===== config.mk =====
export PLATFORM = sky130hd
export DESIGN_NAME = marching_tetrahedra_cell_core_flat
export DESIGN_NICKNAME = d
export VERILOG_FILES = /design/src/hdl/mtc_pkg.sv /design/src/hdl/mtc_if.sv /design/src/hdl/mtc_ram.sv /design/src/hdl/marching_tetrahedra_cell_core.sv /design/src/flat_wrapper.sv
export SDC_FILE = /design/constraint.sdc
export NUM_CORES = 2
export LEC_CHECK = 0
export BUFFER_PORTS_ARGS = -buffer_cell sky130_fd_sc_hd__buf_2
export CORE_MARGIN = 4
export CORE_UTILIZATION = 40
export CTS_CLUSTER_SIZE = 40
export DETAILED_ROUTE_END_ITERATION = 10
export PLACE_DENSITY = 0.53
export SYNTH_ARGS = -nofsm -noshare
export SYNTH_HDL_FRONTEND = slang
export SYNTH_SLANG_ARGS = --single-unit
export TNS_END_PERCENT = 20

===== constraint.sdc =====
create_clock -name clk -period 11.86 [get_ports clk]
set_input_delay 1.186 -clock clk [delete_from_list [all_inputs] [get_ports clk]]
set_output_delay 1.186 -clock clk [all_outputs]
set_load 0.01 [all_outputs]

===== src/hdl/mtc_pkg.sv =====
// Package for the marching-tetrahedra cell core: widths, register indexes and
// the fixed geometry tables. No dependencies.
package mtc_pkg;

  localparam int VALUE_WIDTH_DEF = 16;
  localparam int COORD_WIDTH_DEF = 32;
  localparam int CS_W    = 31;
  localparam int T_W     = 18;
  localparam int NUM_PTS = 19;
  localparam int PT_W    = 5;
  localparam int CFG_IDX_W  = 8;
  localparam int CFG_DATA_W = 32;

  localparam logic [T_W-1:0]  T_ONE = 18'h10000;
  localparam logic [T_W-1:0]  T_TWO = 18'h20000;
  localparam logic [CS_W-1:0] CS_RESET = 31'h10000;

  localparam logic [CFG_IDX_W-1:0] REG_THRESHOLD   = 8'd0;
  localparam logic [CFG_IDX_W-1:0] REG_CELL_SIZE   = 8'd1;
  localparam logic [CFG_IDX_W-1:0] REG_INTERP_EN   = 8'd2;

  localparam logic [1:0] PT_LOCAL [NUM_PTS][3] = '{
    '{2'd1,2'd0,2'd0}, '{2'd0,2'd1,2'd0}, '{2'd0,2'd0,2'd1}, '{2'd2,2'd1,2'd0},
    '{2'd2,2'd0,2'd1}, '{2'd1,2'd2,2'd0}, '{2'd0,2'd2,2'd1}, '{2'd2,2'd2,2'd1},
    '{2'd1,2'd0,2'd2}, '{2'd0,2'd1,2'd2}, '{2'd2,2'd1,2'd2}, '{2'd1,2'd2,2'd2},
    '{2'd0,2'd1,2'd1}, '{2'd2,2'd1,2'd1}, '{2'd1,2'd0,2'd1}, '{2'd1,2'd2,2'd1},
    '{2'd1,2'd1,2'd0}, '{2'd1,2'd1,2'd2}, '{2'd1,2'd1,2'd1}
  };

  // low nibble start corner, high nibble end corner
  localparam logic [7:0] PT_SEG [NUM_PTS] = '{
    8'h10, 8'h20, 8'h40, 8'h31, 8'h51, 8'h32, 8'h62, 8'h73, 8'h54, 8'h64,
    8'h75, 8'h76, 8'h60, 8'h71, 8'h50, 8'h72, 8'h30, 8'h74, 8'h70
  };

  localparam logic [PT_W-1:0] TET_PTS [6][6] = '{
    '{5'd1, 5'd12, 5'd6,  5'd18, 5'd15, 5'd11},
    '{5'd4, 5'd14, 5'd0,  5'd10, 5'd13, 5'd18},
    '{5'd8, 5'd2,  5'd14, 5'd17, 5'd10, 5'd18},
    '{5'd5, 5'd16, 5'd1,  5'd7,  5'd15, 5'd18},
    '{5'd3, 5'd0,  5'd16, 5'd13, 5'd7,  5'd18},
    '{5'd9, 5'd12, 5'd2,  5'd11, 5'd17, 5'd18}
  };

  localparam logic [2:0] TET_CORNERS [6][4] = '{
    '{3'd0,3'd2,3'd6,3'd7}, '{3'd5,3'd1,3'd0,3'd7}, '{3'd4,3'd5,3'd0,3'd7},
    '{3'd3,3'd2,3'd0,3'd7}, '{3'd1,3'd3,3'd0,3'd7}, '{3'd6,3'd4,3'd0,3'd7}
  };

  // low nibble corner count, nibble at 8+4k point slot of corner k
  localparam logic [31:0] TET_TRIS [16] = '{
    32'h00000000, 32'h00031003, 32'h00024003, 32'h31441206,
    32'h00052103, 32'h35203206, 32'h15054006, 32'h00054303,
    32'h00045303, 32'h51045006, 32'h25053006, 32'h00025103,
    32'h34142106, 32'h00042003, 32'h00013003, 32'h00000000
  };

  function automatic logic [3:0] tet_cfg(input logic [7:0] mask, input logic [2:0] th);
    logic [3:0] c;
    for (int k = 0; k < 4; k++) begin
      c[k] = mask[TET_CORNERS[th][k]];
    end
    return c;
  endfunction

endpackage


===== src/hdl/mtc_if.sv =====
// Channel interfaces of the marching-tetrahedra cell core: cell input, vertex
// output and register write. Depends on nothing but the widths handed in.
interface mtc_in_if #(parameter int VALUE_WIDTH = 16, parameter int COORD_WIDTH = 32);
  logic                           valid;
  logic                           ready;
  logic [7:0]                     corner_mask;
  logic signed [VALUE_WIDTH-1:0]  corner_value_0;
  logic signed [VALUE_WIDTH-1:0]  corner_value_1;
  logic signed [VALUE_WIDTH-1:0]  corner_value_2;
  logic signed [VALUE_WIDTH-1:0]  corner_value_3;
  logic signed [VALUE_WIDTH-1:0]  corner_value_4;
  logic signed [VALUE_WIDTH-1:0]  corner_value_5;
  logic signed [VALUE_WIDTH-1:0]  corner_value_6;
  logic signed [VALUE_WIDTH-1:0]  corner_value_7;
  logic signed [COORD_WIDTH-1:0]  origin_x;
  logic signed [COORD_WIDTH-1:0]  origin_y;
  logic signed [COORD_WIDTH-1:0]  origin_z;
  modport source (output valid, corner_mask, corner_value_0, corner_value_1, corner_value_2,
                  corner_value_3, corner_value_4, corner_value_5, corner_value_6,
                  corner_value_7, origin_x, origin_y, origin_z, input ready);
  modport sink (input valid, corner_mask, corner_value_0, corner_value_1, corner_value_2,
                corner_value_3, corner_value_4, corner_value_5, corner_value_6,
                corner_value_7, origin_x, origin_y, origin_z, output ready);
endinterface

interface mtc_out_if #(parameter int COORD_WIDTH = 32);
  logic                          valid;
  logic                          ready;
  logic [4:0]                    vertex_index;
  logic                          first_use;
  logic signed [COORD_WIDTH-1:0] pos_x;
  logic signed [COORD_WIDTH-1:0] pos_y;
  logic signed [COORD_WIDTH-1:0] pos_z;
  logic                          last_corner;
  modport source (output valid, vertex_index, first_use, pos_x, pos_y, pos_z, last_corner,
                  input ready);
  modport sink (input valid, vertex_index, first_use, pos_x, pos_y, pos_z, last_corner,
                output ready);
endinterface

interface mtc_cfg_if;
  logic        valid;
  logic        ready;
  logic [7:0]  index;
  logic [31:0] data;
  modport source (output valid, index, data, input ready);
  modport sink (input valid, index, data, output ready);
endinterface


===== src/hdl/mtc_ram.sv =====
// Generic single-write, single-read RAM with registered read data.
// No dependencies.
module mtc_ram #(
  parameter int WIDTH = 8,
  parameter int DEPTH = 16
) (
  input  logic                     clk,
  input  logic                     we,
  input  logic [$clog2(DEPTH)-1:0] waddr,
  input  logic [WIDTH-1:0]         wdata,
  input  logic                     re,
  input  logic [$clog2(DEPTH)-1:0] raddr,
  output logic [WIDTH-1:0]         rdata
);
  logic [WIDTH-1:0] mem [DEPTH];

  always_ff @(posedge clk) begin
    if (we) begin
      mem[waddr] <= wdata;
    end
    if (re) begin
      rdata <= mem[raddr];
    end
  end
endmodule


===== src/hdl/marching_tetrahedra_cell_core.sv =====
// Top level of the marching-tetrahedra cell core.
// Depends on mtc_pkg, the channel interfaces in mtc_if.sv and mtc_ram.
//
// One cube cell is taken per input beat; the block then walks the six
// tetrahedra and sends one output beat per triangle corner (0 to 36 per cell,
// none for an all-inside or all-outside mask). Each corner passes through
// an issue step, a vertex-table read, an 18-step restoring divider for t,
// one multiply by cell_size and a saturating add; corners whose t is fixed
// skip the divider. Stepping past each tetrahedron that has no corners left
// takes an extra pass through the issue step. A stalled output holds the
// add stage. A cell with no corners frees the input at once. The vertex
// numbering lives in a 19-entry RAM with per-cell valid flags. The next
// cell is taken as soon as the last corner sits in the output register.
module marching_tetrahedra_cell_core #(
  parameter int VALUE_WIDTH = mtc_pkg::VALUE_WIDTH_DEF,
  parameter int COORD_WIDTH = mtc_pkg::COORD_WIDTH_DEF
) (
  input  logic      clk,
  input  logic      rst_n,
  mtc_in_if.sink    in_ch,
  mtc_out_if.source out_ch,
  mtc_cfg_if.sink   cfg_ch
);
  import mtc_pkg::*;

  localparam int DW = VALUE_WIDTH + 1;
  localparam int RW = VALUE_WIDTH + 2;
  localparam int SW = (COORD_WIDTH > 32 ? COORD_WIDTH : 32) + 1;

  localparam logic [2:0] S_IDLE  = 3'd0;
  localparam logic [2:0] S_ISSUE = 3'd1;
  localparam logic [2:0] S_LOOK  = 3'd2;
  localparam logic [2:0] S_DIV   = 3'd3;
  localparam logic [2:0] S_MUL   = 3'd4;
  localparam logic [2:0] S_SUM   = 3'd5;

  logic signed [VALUE_WIDTH-1:0] thr_r;
  logic [CS_W-1:0]               cs_r;
  logic                          ie_r;

  logic [7:0]                    mask_r;
  logic signed [VALUE_WIDTH-1:0] val_r [8];
  logic signed [COORD_WIDTH-1:0] org_r [3];

  logic [2:0]       state_r, state_nxt;
  logic [2:0]       tet_r, tet_nxt;
  logic [2:0]       k_r, k_nxt;
  logic [5:0]       total_r, total_nxt;
  logic [5:0]       done_r, done_nxt;
  logic [4:0]       nverts_r, nverts_nxt;
  logic [NUM_PTS-1:0] vld_r, vld_nxt;
  logic [PT_W-1:0]  pt_r, pt_nxt;
  logic [4:0]       vidx_r, vidx_nxt;
  logic             first_r, first_nxt;
  logic [RW-1:0]    rem_r, rem_nxt;
  logic [DW-1:0]    ud_r, ud_nxt;
  logic [T_W-1:0]   q_r, q_nxt;
  logic [4:0]       dcnt_r, dcnt_nxt;
  logic [T_W-1:0]   t_r, t_nxt;
  logic [31:0]      offm_r, offm_nxt;

  logic                          ov_r, ov_nxt;
  logic [4:0]                    o_vidx_r, o_vidx_nxt;
  logic                          o_first_r, o_first_nxt;
  logic signed [COORD_WIDTH-1:0] o_pos_r [3];
  logic signed [COORD_WIDTH-1:0] o_pos_nxt [3];
  logic                          o_last_r, o_last_nxt;

  logic            ram_we, ram_re;
  logic [PT_W-1:0] ram_waddr, ram_raddr;
  logic [4:0]      ram_wdata, ram_rdata;

  mtc_ram #(.WIDTH(5), .DEPTH(NUM_PTS)) u_vtab (
    .clk   (clk),
    .we    (ram_we),
    .waddr (ram_waddr),
    .wdata (ram_wdata),
    .re    (ram_re),
    .raddr (ram_raddr),
    .rdata (ram_rdata)
  );

  assign in_ch.ready  = (state_r == S_IDLE);
  assign cfg_ch.ready = 1'b1;

  assign out_ch.valid        = ov_r;
  assign out_ch.vertex_index = o_vidx_r;
  assign out_ch.first_use    = o_first_r;
  assign out_ch.pos_x        = o_pos_r[0];
  assign out_ch.pos_y        = o_pos_r[1];
  assign out_ch.pos_z        = o_pos_r[2];
  assign out_ch.last_corner  = o_last_r;

  // register writes
  always_ff @(posedge clk) begin
    if (!rst_n) begin
      thr_r <= '0;
      cs_r  <= CS_RESET;
      ie_r  <= 1'b1;
    end else if (cfg_ch.valid) begin
      unique case (cfg_ch.index)
        REG_THRESHOLD: thr_r <= cfg_ch.data[VALUE_WIDTH-1:0];
        REG_CELL_SIZE: cs_r  <= cfg_ch.data[CS_W-1:0];
        REG_INTERP_EN: ie_r  <= cfg_ch.data[0];
        default: ;
      endcase
    end
  end

  // cell payload capture
  always_ff @(posedge clk) begin
    if (in_ch.valid && in_ch.ready) begin
      mask_r   <= in_ch.corner_mask;
      val_r[0] <= in_ch.corner_value_0;
      val_r[1] <= in_ch.corner_value_1;
      val_r[2] <= in_ch.corner_value_2;
      val_r[3] <= in_ch.corner_value_3;
      val_r[4] <= in_ch.corner_value_4;
      val_r[5] <= in_ch.corner_value_5;
      val_r[6] <= in_ch.corner_value_6;
      val_r[7] <= in_ch.corner_value_7;
      org_r[0] <= in_ch.origin_x;
      org_r[1] <= in_ch.origin_y;
      org_r[2] <= in_ch.origin_z;
    end
  end

  always_comb begin
    logic [31:0]             tri_w;
    logic [3:0]              slot;
    logic [2:0]              slot6;
    logic [PT_W-1:0]         p;
    logic [5:0]              sum_cnt;
    logic signed [DW-1:0]    a, b, num, den;
    logic [DW-1:0]           un, ud;
    logic [RW-1:0]           rem_sh;
    logic [T_W-1:0]          qv;
    logic [CS_W+T_W-1:0]     prod;
    logic [31:0]             off;
    logic signed [SW-1:0]    s;
    logic [1:0]              c;

    state_nxt = state_r;
    tet_nxt = tet_r;
    k_nxt = k_r;
    total_nxt = total_r;
    done_nxt = done_r;
    nverts_nxt = nverts_r;
    vld_nxt = vld_r;
    pt_nxt = pt_r;
    vidx_nxt = vidx_r;
    first_nxt = first_r;
    rem_nxt = rem_r;
    ud_nxt = ud_r;
    q_nxt = q_r;
    dcnt_nxt = dcnt_r;
    t_nxt = t_r;
    offm_nxt = offm_r;
    ov_nxt = ov_r && !out_ch.ready;
    o_vidx_nxt = o_vidx_r;
    o_first_nxt = o_first_r;
    o_pos_nxt = o_pos_r;
    o_last_nxt = o_last_r;
    ram_we = 1'b0;
    ram_re = 1'b0;
    ram_waddr = pt_r;
    ram_wdata = nverts_r;
    off = '0;
    s = '0;
    c = '0;

    tri_w = TET_TRIS[tet_cfg(mask_r, tet_r)];
    slot  = tri_w[8 + 4 * k_r +: 4];
    slot6 = (slot >= 4'd6) ? 3'(slot - 4'd6) : slot[2:0];
    p     = TET_PTS[tet_r][slot6];
    ram_raddr = p;

    a   = DW'(val_r[PT_SEG[pt_r][2:0]]);
    b   = DW'(val_r[PT_SEG[pt_r][6:4]]);
    num = DW'(thr_r) - a;
    den = b - a;
    un  = num[DW-1] ? DW'(-num) : DW'(num);
    ud  = den[DW-1] ? DW'(-den) : DW'(den);

    rem_sh = (rem_r >= RW'(ud_r)) ? (rem_r - RW'(ud_r)) : rem_r;
    qv     = {q_r[T_W-2:0], (rem_r >= RW'(ud_r))};

    prod = (CS_W+T_W)'(t_r) * (CS_W+T_W)'(cs_r);

    sum_cnt = '0;
    for (int th = 0; th < 6; th++) begin
      sum_cnt = sum_cnt + 6'(TET_TRIS[tet_cfg(in_ch.corner_mask, 3'(th))][3:0]);
    end

    unique case (state_r)
      S_IDLE: begin
        if (in_ch.valid) begin
          total_nxt = sum_cnt;
          done_nxt = '0;
          nverts_nxt = '0;
          vld_nxt = '0;
          tet_nxt = '0;
          k_nxt = '0;
          state_nxt = (sum_cnt == '0) ? S_IDLE : S_ISSUE;
        end
      end
      S_ISSUE: begin
        if (4'(k_r) < tri_w[3:0]) begin
          ram_re = 1'b1;
          pt_nxt = p;
          state_nxt = S_LOOK;
        end else begin
          tet_nxt = tet_r + 3'd1;
          k_nxt = '0;
        end
      end
      S_LOOK: begin
        if (vld_r[pt_r]) begin
          vidx_nxt = ram_rdata;
          first_nxt = 1'b0;
        end else begin
          vidx_nxt = nverts_r;
          first_nxt = 1'b1;
          ram_we = 1'b1;
          vld_nxt[pt_r] = 1'b1;
          nverts_nxt = nverts_r + 5'd1;
        end
        state_nxt = S_MUL;
        if (!ie_r || den == '0) begin
          t_nxt = T_ONE;
        end else if ((num[DW-1] != den[DW-1]) || un == '0) begin
          t_nxt = '0;
        end else if (RW'(un) >= {1'b0, ud, 1'b0} >> 1 << 1 && RW'(un) >= (RW'(ud) << 1)) begin
          t_nxt = T_TWO;
        end else begin
          rem_nxt = RW'(un);
          ud_nxt = ud;
          q_nxt = '0;
          dcnt_nxt = '0;
          state_nxt = S_DIV;
        end
      end
      S_DIV: begin
        q_nxt = qv;
        rem_nxt = rem_sh << 1;
        dcnt_nxt = dcnt_r + 5'd1;
        if (dcnt_r == 5'(T_W - 1)) begin
          t_nxt = (qv > T_TWO) ? T_TWO : qv;
          state_nxt = S_MUL;
        end
      end
      S_MUL: begin
        offm_nxt = prod[CS_W+T_W-1 -: 32];
        state_nxt = S_SUM;
      end
      S_SUM: begin
        if (!ov_r || out_ch.ready) begin
          ov_nxt = 1'b1;
          o_vidx_nxt = vidx_r;
          o_first_nxt = first_r;
          o_last_nxt = (done_r + 6'd1 == total_r);
          for (int ax = 0; ax < 3; ax++) begin
            c = PT_LOCAL[pt_r][ax];
            off = (c == 2'd0) ? '0 : (c == 2'd2) ? 32'(cs_r) : offm_r;
            s = SW'(org_r[ax]) + SW'(off);
            if (s[SW-1:COORD_WIDTH-1] != {(SW-COORD_WIDTH+1){s[SW-1]}}) begin
              o_pos_nxt[ax] = s[SW-1] ? {1'b1, {(COORD_WIDTH-1){1'b0}}}
                                      : {1'b0, {(COORD_WIDTH-1){1'b1}}};
            end else begin
              o_pos_nxt[ax] = s[COORD_WIDTH-1:0];
            end
          end
          done_nxt = done_r + 6'd1;
          k_nxt = k_r + 3'd1;
          state_nxt = (done_r + 6'd1 == total_r) ? S_IDLE : S_ISSUE;
        end
      end
      default: state_nxt = S_IDLE;
    endcase
  end

  always_ff @(posedge clk) begin
    if (!rst_n) begin
      state_r <= S_IDLE;
      ov_r    <= 1'b0;
      vld_r   <= '0;
      tet_r   <= '0;
      k_r     <= '0;
      total_r <= '0;
      done_r  <= '0;
      nverts_r <= '0;
      dcnt_r  <= '0;
    end else begin
      state_r <= state_nxt;
      ov_r    <= ov_nxt;
      vld_r   <= vld_nxt;
      tet_r   <= tet_nxt;
      k_r     <= k_nxt;
      total_r <= total_nxt;
      done_r  <= done_nxt;
      nverts_r <= nverts_nxt;
      dcnt_r  <= dcnt_nxt;
    end
  end

  always_ff @(posedge clk) begin
    pt_r      <= pt_nxt;
    vidx_r    <= vidx_nxt;
    first_r   <= first_nxt;
    rem_r     <= rem_nxt;
    ud_r      <= ud_nxt;
    q_r       <= q_nxt;
    t_r       <= t_nxt;
    offm_r    <= offm_nxt;
    o_vidx_r  <= o_vidx_nxt;
    o_first_r <= o_first_nxt;
    o_pos_r   <= o_pos_nxt;
    o_last_r  <= o_last_nxt;
  end

endmodule


===== src/flat_wrapper.sv =====
// flat-port wrapper written by rule: the top's interface ports become plain ports
module marching_tetrahedra_cell_core_flat import mtc_pkg::*;
#(
  parameter int VALUE_WIDTH = mtc_pkg::VALUE_WIDTH_DEF,
  parameter int COORD_WIDTH = mtc_pkg::COORD_WIDTH_DEF
)
  (clk, rst_n, in_ch_valid, in_ch_corner_mask, in_ch_corner_value_0, in_ch_corner_value_1, in_ch_corner_value_2, in_ch_corner_value_3, in_ch_corner_value_4, in_ch_corner_value_5, in_ch_corner_value_6, in_ch_corner_value_7, in_ch_origin_x, in_ch_origin_y, in_ch_origin_z, in_ch_ready, out_ch_valid, out_ch_vertex_index, out_ch_first_use, out_ch_pos_x, out_ch_pos_y, out_ch_pos_z, out_ch_last_corner, out_ch_ready, cfg_ch_valid, cfg_ch_index, cfg_ch_data, cfg_ch_ready);
  mtc_in_if #(.VALUE_WIDTH(VALUE_WIDTH), .COORD_WIDTH(COORD_WIDTH)) in_ch_i ();
  mtc_out_if #(.COORD_WIDTH(COORD_WIDTH)) out_ch_i ();
  mtc_cfg_if cfg_ch_i ();
  input  logic clk;
  input  logic rst_n;
  input wire logic [$bits(in_ch_i.valid)-1:0] in_ch_valid;
  input wire logic [$bits(in_ch_i.corner_mask)-1:0] in_ch_corner_mask;
  input wire logic [$bits(in_ch_i.corner_value_0)-1:0] in_ch_corner_value_0;
  input wire logic [$bits(in_ch_i.corner_value_1)-1:0] in_ch_corner_value_1;
  input wire logic [$bits(in_ch_i.corner_value_2)-1:0] in_ch_corner_value_2;
  input wire logic [$bits(in_ch_i.corner_value_3)-1:0] in_ch_corner_value_3;
  input wire logic [$bits(in_ch_i.corner_value_4)-1:0] in_ch_corner_value_4;
  input wire logic [$bits(in_ch_i.corner_value_5)-1:0] in_ch_corner_value_5;
  input wire logic [$bits(in_ch_i.corner_value_6)-1:0] in_ch_corner_value_6;
  input wire logic [$bits(in_ch_i.corner_value_7)-1:0] in_ch_corner_value_7;
  input wire logic [$bits(in_ch_i.origin_x)-1:0] in_ch_origin_x;
  input wire logic [$bits(in_ch_i.origin_y)-1:0] in_ch_origin_y;
  input wire logic [$bits(in_ch_i.origin_z)-1:0] in_ch_origin_z;
  output wire logic [$bits(in_ch_i.ready)-1:0] in_ch_ready;
  output wire logic [$bits(out_ch_i.valid)-1:0] out_ch_valid;
  output wire logic [$bits(out_ch_i.vertex_index)-1:0] out_ch_vertex_index;
  output wire logic [$bits(out_ch_i.first_use)-1:0] out_ch_first_use;
  output wire logic [$bits(out_ch_i.pos_x)-1:0] out_ch_pos_x;
  output wire logic [$bits(out_ch_i.pos_y)-1:0] out_ch_pos_y;
  output wire logic [$bits(out_ch_i.pos_z)-1:0] out_ch_pos_z;
  output wire logic [$bits(out_ch_i.last_corner)-1:0] out_ch_last_corner;
  input wire logic [$bits(out_ch_i.ready)-1:0] out_ch_ready;
  input wire logic [$bits(cfg_ch_i.valid)-1:0] cfg_ch_valid;
  input wire logic [$bits(cfg_ch_i.index)-1:0] cfg_ch_index;
  input wire logic [$bits(cfg_ch_i.data)-1:0] cfg_ch_data;
  output wire logic [$bits(cfg_ch_i.ready)-1:0] cfg_ch_ready;
  assign in_ch_i.valid = in_ch_valid;
  assign in_ch_i.corner_mask = in_ch_corner_mask;
  assign in_ch_i.corner_value_0 = in_ch_corner_value_0;
  assign in_ch_i.corner_value_1 = in_ch_corner_value_1;
  assign in_ch_i.corner_value_2 = in_ch_corner_value_2;
  assign in_ch_i.corner_value_3 = in_ch_corner_value_3;
  assign in_ch_i.corner_value_4 = in_ch_corner_value_4;
  assign in_ch_i.corner_value_5 = in_ch_corner_value_5;
  assign in_ch_i.corner_value_6 = in_ch_corner_value_6;
  assign in_ch_i.corner_value_7 = in_ch_corner_value_7;
  assign in_ch_i.origin_x = in_ch_origin_x;
  assign in_ch_i.origin_y = in_ch_origin_y;
  assign in_ch_i.origin_z = in_ch_origin_z;
  assign in_ch_ready = in_ch_i.ready;
  assign out_ch_valid = out_ch_i.valid;
  assign out_ch_vertex_index = out_ch_i.vertex_index;
  assign out_ch_first_use = out_ch_i.first_use;
  assign out_ch_pos_x = out_ch_i.pos_x;
  assign out_ch_pos_y = out_ch_i.pos_y;
  assign out_ch_pos_z = out_ch_i.pos_z;
  assign out_ch_last_corner = out_ch_i.last_corner;
  assign out_ch_i.ready = out_ch_ready;
  assign cfg_ch_i.valid = cfg_ch_valid;
  assign cfg_ch_i.index = cfg_ch_index;
  assign cfg_ch_i.data = cfg_ch_data;
  assign cfg_ch_ready = cfg_ch_i.ready;
  marching_tetrahedra_cell_core #(.VALUE_WIDTH(VALUE_WIDTH), .COORD_WIDTH(COORD_WIDTH)) u_core (.clk(clk), .rst_n(rst_n), .in_ch(in_ch_i), .out_ch(out_ch_i), .cfg_ch(cfg_ch_i));
endmodule

=== Word level (Yosys, flattened, before mapping) ===
Memories as Yosys holds them, arrays and structs flattened. A register that Yosys moved wholly into a read port is not among the register bits.
Index checks and enable logic that the tools add are counted.

* Bits in read-only memories: 4368
* Bits in registers: 323
* Memories: 14
* Output and inout port bits: 106
* RAM bits: 319

{| class="wikitable"
|+ Memories
! memory !! words !! bits a word !! read ports !! clocked after memory_dff !! wr ports !! RTL line !! text
|-
| (name not given) || 16 || 32 || 1 || 0 || 0 || marching_tetrahedra_cell_core.sv:192 || <nowiki>sum_cnt = sum_cnt + 6'(TET_TRIS[tet_cfg(in_ch.corner_mask, 3'(th))][3:0]);</nowiki>
|-
| (name not given) || 16 || 32 || 1 || 0 || 0 || marching_tetrahedra_cell_core.sv:192 ||
|-
| (name not given) || 16 || 32 || 1 || 0 || 0 || marching_tetrahedra_cell_core.sv:192 ||
|-
| (name not given) || 16 || 32 || 1 || 0 || 0 || marching_tetrahedra_cell_core.sv:192 ||
|-
| (name not given) || 16 || 32 || 1 || 0 || 0 || marching_tetrahedra_cell_core.sv:192 ||
|-
| (name not given) || 16 || 32 || 1 || 0 || 0 || marching_tetrahedra_cell_core.sv:172 || <nowiki>tri_w = TET_TRIS[tet_cfg(mask_r, tet_r)];</nowiki>
|-
| 8 more memories || n/a || n/a || n/a || n/a || n/a || n/a ||
|}

* Muxes and demuxes: 107
* Bitwise operators: 14
* $mul: 1
* Reductions and logical operators: 37
* Shift-type cells: 1
* Add/subtract/negate cells: 20
* Eq/ne operators: 26
* $lt $le $gt $ge: 22

{| class="wikitable"
|+ Operators with widths
! operator !! count
|-
| 32-bit two-way mux || 14
|-
| 18-bit two-way mux || 8
|-
| 17-bit two-way mux || 6
|-
| 33-bit by 32-bit adder with 33-bit output || 3
|-
| 18-bit case mux with 2 select lines || 2
|-
| 30-bit two-way mux || 2
|-
| 18-bit by 31-bit multiplier with 49-bit output || 1
|-
| 4-bit two-way mux || 12
|-
| 5-bit two-way mux || 8
|-
| 19-bit two-way mux || 2
|-
| 19-bit case mux with 2 select lines || 1
|-
| 17-bit by 18-bit greater-or-equal comparator with 1-bit output || 2
|-
| 3-bit two-way mux || 12
|-
| 5-bit greater-or-equal comparator, second input constant || 7
|-
| 4-bit NOT with 5-bit output || 7
|-
| 17-bit zero test || 2
|-
| 17-bit negation || 2
|-
| 17-bit case mux with 2 select lines || 1
|-
| 16-bit by 16-bit subtractor with 17-bit output || 2
|-
| 32-bit by 7-bit indexed part select with 4-bit output || 1
|-
| 6-bit by 4-bit adder with 6-bit output || 4
|-
| 12-bit two-way mux || 2
|-
| 6-bit two-way mux || 4
|-
| 5-bit case mux with 2 select lines || 2
|-
| 54 further kinds || 121
|}

=== Logic depth before layout (Yosys ltp) ===
* Depth after elaboration: 17
* Mapped depth: 36
* Gate-level depth less buffers: 31

=== Cells and area by module ===
A second synthesis with hierarchy kept.

* Cell total of the unflattened synthesis: 5198
* Area total of the unflattened synthesis: 53371.2 µm²

{| class="wikitable"
|+ By module, submodules not included
! module !! area an instance (µm²) !! seq. area each (µm²) !! instances !! cells each
|-
| marching_tetrahedra_cell_core || 49412.4 || 15434.8 || 1 || 5003
|-
| mtc_ram || 3958.8 || 3002.9 || 1 || 195
|}

=== Worst setup path before layout ===
No wires, ideal clock.

* Path type: reg2reg
* Start point: reg u_core.pt_r[0]
* End point: reg u_core.q_r[0], enable pin
* Arrival time: 8.728 ns
* Data required time: 11.462 ns
* Path slack: 2.735 ns
* Cell stages (with the launch flop): 30
* Clock period less this slack: 9.125 ns
* Cells stage by stage: edfxtp_1 -> clkbuf_1 -> inv_1 -> ha_1 -> clkbuf_2 -> nand2b_1 -> a21oi_1 -> clkbuf_1 -> mux4_2 -> mux2i_1 -> ha_1 -> nor2b_1 -> o2111a_1 -> o21a_1 -> o21a_1 -> o31ai_1 -> or3b_1 -> or3_1 -> o31a_1 -> xor2_1 -> ha_1 -> o21a_1 -> o21a_1 -> o21ai_0 -> a21oi_1 -> o41ai_1 -> mux2_1 -> o21ai_1 -> nor4_4 -> nand2b_1

* Word-level cells in the longest chain between the ends: 12

{| class="wikitable"
|+ RTL lines
! element !! RTL line !! text
|-
| start: declaration || marching_tetrahedra_cell_core.sv:52 || <nowiki>logic [PT_W-1:0] pt_r, pt_nxt;</nowiki>
|-
| start signal: assignment || marching_tetrahedra_cell_core.sv:307 || <nowiki>pt_r <= pt_nxt;</nowiki>
|-
| 5-bit NOT with 6-bit output (implied by the code) (*) || marching_tetrahedra_cell_core.sv:178, marching_tetrahedra_cell_core.sv:179 ||
|-
| memory 32 x 8 bit (*) || n/a ||
|-
| 7-bit two-way mux (implied by the code) (*) (2 in series) || marching_tetrahedra_cell_core.sv:178 || <nowiki>a = DW'(val_r[PT_SEG[pt_r][2:0]]);</nowiki>
|-
| memory 8 x 16 bit (*) || n/a ||
|-
| 16-bit by 16-bit subtractor with 17-bit output (on tied branches) || marching_tetrahedra_cell_core.sv:180, marching_tetrahedra_cell_core.sv:181 ||
|-
| 17-bit negation (on tied branches) || marching_tetrahedra_cell_core.sv:182, marching_tetrahedra_cell_core.sv:183 ||
|-
| 17-bit two-way mux (on tied branches) || marching_tetrahedra_cell_core.sv:182, marching_tetrahedra_cell_core.sv:183 ||
|-
| 17-bit by 18-bit greater-or-equal comparator with 1-bit output / 17-bit zero test (equally long branches) || marching_tetrahedra_cell_core.sv:233, marching_tetrahedra_cell_core.sv:231 ||
|-
| 1-bit logical AND / 1-bit logical OR (equally long branches) || marching_tetrahedra_cell_core.sv:233, marching_tetrahedra_cell_core.sv:231 ||
|-
| 2-bit inequality test (no source line) || n/a ||
|-
| 4-bit AND reduction (no source line) (*) || n/a ||
|-
| end signal: assignment || marching_tetrahedra_cell_core.sv:312 || <nowiki>q_r <= q_nxt;</nowiki>
|-
| end: declaration || marching_tetrahedra_cell_core.sv:57 || <nowiki>logic [T_W-1:0] q_r, q_nxt;</nowiki>
|}

Every way passes the cells marked *; elsewhere a longest branch is shown, timed or not. The select of a mux whose other input is x is not followed.
A chain may end at the register's enable or synchronous reset.

=== Worst setup path in the final report ===
* Start point: reg u_core.pt_r[0]
* End point: reg u_core.rem_r[15], enable pin

* Word-level cells in the longest chain between the ends: 12

{| class="wikitable"
|+ RTL lines
! element !! RTL line !! text
|-
| 5-bit NOT with 6-bit output (implied by the code) (*) || marching_tetrahedra_cell_core.sv:178, marching_tetrahedra_cell_core.sv:179 ||
|-
| memory 32 x 8 bit (*) || n/a ||
|-
| 7-bit two-way mux (implied by the code) (*) (2 in series) || marching_tetrahedra_cell_core.sv:178 ||
|-
| memory 8 x 16 bit (*) || n/a ||
|-
| 16-bit by 16-bit subtractor with 17-bit output (on tied branches) || marching_tetrahedra_cell_core.sv:180, marching_tetrahedra_cell_core.sv:181 ||
|-
| 17-bit negation (on tied branches) || marching_tetrahedra_cell_core.sv:182, marching_tetrahedra_cell_core.sv:183 ||
|-
| 17-bit two-way mux (on tied branches) || marching_tetrahedra_cell_core.sv:182, marching_tetrahedra_cell_core.sv:183 ||
|-
| 17-bit by 18-bit greater-or-equal comparator with 1-bit output / 17-bit zero test (equally long branches) || marching_tetrahedra_cell_core.sv:233, marching_tetrahedra_cell_core.sv:231 ||
|-
| 1-bit logical AND / 1-bit logical OR (equally long branches) || marching_tetrahedra_cell_core.sv:233, marching_tetrahedra_cell_core.sv:231 ||
|-
| 2-bit inequality test (no source line) || n/a ||
|-
| 4-bit AND reduction (no source line) (*) || n/a ||
|-
| end signal: assignment || marching_tetrahedra_cell_core.sv:310 || <nowiki>rem_r <= rem_nxt;</nowiki>
|-
| end: declaration || marching_tetrahedra_cell_core.sv:55 || <nowiki>logic [RW-1:0] rem_r, rem_nxt;</nowiki>
|}

Marked as above.

==> results.cfg <==
[run_status]
status = completed

[synth]
synth_fa_ha_area_share_pct = 26.5
netlist_top_cells_area = edfxtp_1, fa_1, ha_1
synth_top_flop_cell = edfxtp_1
ys_ff_latch = 647
synth.avg_cell_area_um2 = 10.5
cell_taking_the_most_area_after_synthesis = edfxtp_1
synth-seq-area-share_pct = 34.6
mappedNetlistArea_mm2 = 0.0533
post-synth-top-count-cell = nand2_1
async_reset_ff_share_pct = 0
netlist_instances = 5082
syn-num-nets = 6181
synth-simple-area-share_pct = 12.8
synth-warning-count = 0
yosys.area_share.xor_xnor_pct = 3.30
synth_top_family_by_area = adder cells
synth_compound_gate_area_share_pct = 10.9
synth.area.mux_share_pct = 5.70
synth_enable_flop_cells = 548
synth.lib_cells_used.distinct = 108
yosys-top-cells-count = nand2_1, inv_1, edfxtp_1
synth_largest_type_area_fraction_pct = 30.8

[drt]
wirelength_mm = 163
detail_route.first_pass.iterations = 8
routedWlPerCell_um = 22.7
via_count = 38900
route.detailed.drc = 0
route.detailed.vias_per_inst = 5.41
postRouteAntennaNets = 0
first_drt_iteration_drcs = 2568

[clocking]
cts_tree = yes
tritoncts.num_buffers = 79
htree_num_levels = 3
holdBufCountCts = 0
cts_resized = 0
worst_skew_pair.late_latency_ns = 0.71
cts_root_buffer = clkbuf_16
worst_setup_hold_path_clk_slew_ns = 0.06
sink_count = 647
cts-root-to-sink-buffers = 3
cts.repair_timing.setup_buffer_count = 0

[placement]
placedCellCount = 7045
detailedPlacementHpwl_mm = 122
port_buffers = 380
globalplace.congestion = 0.887

[grt]
grt_first_pass_wirelength_mm = 249
grt_antenna_before_repair = 16
pin_count_of_the_biggest_net_entering_global_routing = 128
grt_pass1_vias = 40400
grt-ovfl-total = 0
grt_use_total_pct = 23.2

[setup_path]
timing.critical_path.required_ns = 12.17
max_stage_delay_ns = 0.70
crit_path_start_kind = flip-flop
r2r_setup_slack_ns = 2.04
most_frequent_cp_cell = ha_1
type_of_destination_of_the_critical_path = flip-flop
worst-setup-path-type = flip-flop to flip-flop
critical_path_peak_fanout = 32
crit_slowest_cell = nand2b_2
worstPathArrival_ns = 10.14

[timing]
worst_hold_slack_ns = 0.421
slew_viol_final = 0
worstMarginPinSlew_ns = 1.30
fin_skew_ns = 0.0584
finalHoldViolCount = 0
setup_total_negative_slack_ns = 0
max_clock_freq_mhz = 102
worst_slew_slack_as_a_fraction_of_its_limit_pct = 12.7
setup_viol = 0
finalCriticalPeriod_ns = 9.82
rsz_0062_raised_after_global_routing = false
finalCritPeriodShare_pct = 82.8

[worst_hold_path]
hold_class = flip-flop to flip-flop

[power]
power_report.internal_total_mw = 9.62
leakagePower_nw = 25.0
power.switching_mw = 8.62
power-per-cell-area_mw_per_mm2 = 304
combinationalPowerShare_pct = 64.9
worst_ir_drop_vdd_uv = 360
share_clk_of_total_power_pct = 14.4
post-layout-total-power_mw = 18.2
net_switching_fraction_of_the_power_pct = 47.3
power.sequential.fraction_pct = 20.8

[floorplan]
dieArea_mm2 = 0.139
boundaryPins = 383
core_area_mm2 = 0.132
die_width_um = 373
die_h_um = 373
start_util_pct = 40.4
fp-row-count = 133

[final_layout]
design.final.nets = 6470
post-route-util_pct = 45.5
drive_above_1_share_pct = 13.9
final-instance-count-excl-fill = 7197
fill_cells = 12500
layout-area-overhead-vs-synth_pct = 12.5

[job]
max_cap_viol_count = 0
## layout by cell type, fill, tap and decap left out, drive strengths merged, types with 12 or more instances in the layout
cell type and n:
nand2 713, inv 616, edfxtp 548, fa 478, buf 458, ha 344
o21ai 216, nor2 187, a21oi 183, and2 174, xnor2 132, mux2i 104
dfxtp 99, clkbuf 92, a21o 82, mux4 72, xor2 68, a22o 64
nor2b 57, nand3 56, a21boi 54, and3 48, nand2b 47, nor3 42
o21a 41, a31oi 36, a211oi 36, mux2 33, clkinv 33, maj3 26
o31ai 25, or3 19, nand4 18, nor4 18, o21bai 17, bufinv 13
a31o 13, or2 12
## registers in the layout (all words and copies together) (netlist names), 31 cells and up
| signal | cells |
|---|---|
| u_core.val_r | 128 |
| u_core.org_r | 96 |
| u_core.u_vtab.mem | 95 |
| u_core.offm_r | 32 |
| u_core.out_ch.pos_x | 32 |
| u_core.out_ch.pos_y | 32 |
| u_core.out_ch.pos_z | 32 |
| u_core.cs_r | 31 |
## worst paths after layout
kind,from,to,cells past startpoint
setup reg to reg,u_core.pt_r[0],u_core.rem_r[15],31
hold / removal,u_core.vidx_r[0],u_core.out_ch.vertex_index[0],0
hold reg to reg,u_core.vidx_r[0],u_core.out_ch.vertex_index[0],0
setup / recovery,u_core.pt_r[0],u_core.rem_r[15],31
## worst max-delay path: cells and delay by family, from the launching register on
kind	cells	cell delay [ns]
xor gates and xnor gates	1	0.27
DFF	1	0.67
buffers and inverters	4	1.04
muxes	4	1.37
AOI/OAI and AO/OA	12	2.91
adders and majority gates	4	1.37
and+or+nand+nor	6	1.75
## layout make-up
| type | count | area [µm²] | area share, % |
|---|---|---|---|
| multi-input combinational | 3574 | 31700 | 52.9 |
| sequential | 647 | 18400 | 30.7 |
| timing repair buffer | 458 | 2490 | 4.15 |
| inverter | 611 | 2310 | 3.85 |
| tap | 1755 | 2200 | 3.66 |
| clock buffer | 92 | 2080 | 3.46 |
| clock inverter | 55 | 754 | 1.26 |
| antenna | 5 | 12.5 | 0.0209 |
## layer usage
layer	GRT usage (%)	part of all wire (%)	vias up
met3	3.65	6.0	239
met4	6.15	2.8	14
met2	39.7	48	1225
met1	30.8	43	19500
li1	-	-	17900
met5	0	0.067	-
## cell families (layout without fill, tap and decap cells)
group / count (synthesis) / in the layout
AO/OA/AOI/OAI: 872 / 872
XOR/XNOR: 200 / 200
adder cells (fa/ha/maj): 848 / 848
buffers and inverters: 861 / 1216
flip-flops: 647 / 647
multiplexers: 209 / 209
other: 1 / 6
AND/OR/NAND/NOR: 1444 / 1444
## power groups by stage
stage,logic [mW],registers [mW],clock network (mW)
2_1_floorplan,8.68,3.72,0
3_3_place_gp,11.8,3.83,0
3_5_place_dp,11.8,3.83,0
4_1_cts,11.9,3.79,2.68
5_1_grt,13.2,3.83,2.77
6_report,11.8,3.79,2.62
## metrics by stage
step           setup WS [ns]  instance area [µm²]
3_3_place_gp            2.12                57200
4_1_cts                 1.89                60000
3_5_place_dp            1.96                57200
5_1_grt                 1.16                60000
2_1_floorplan           2.73                53300
6_report                2.04                60000
Power figures use the tool's default switching activity.
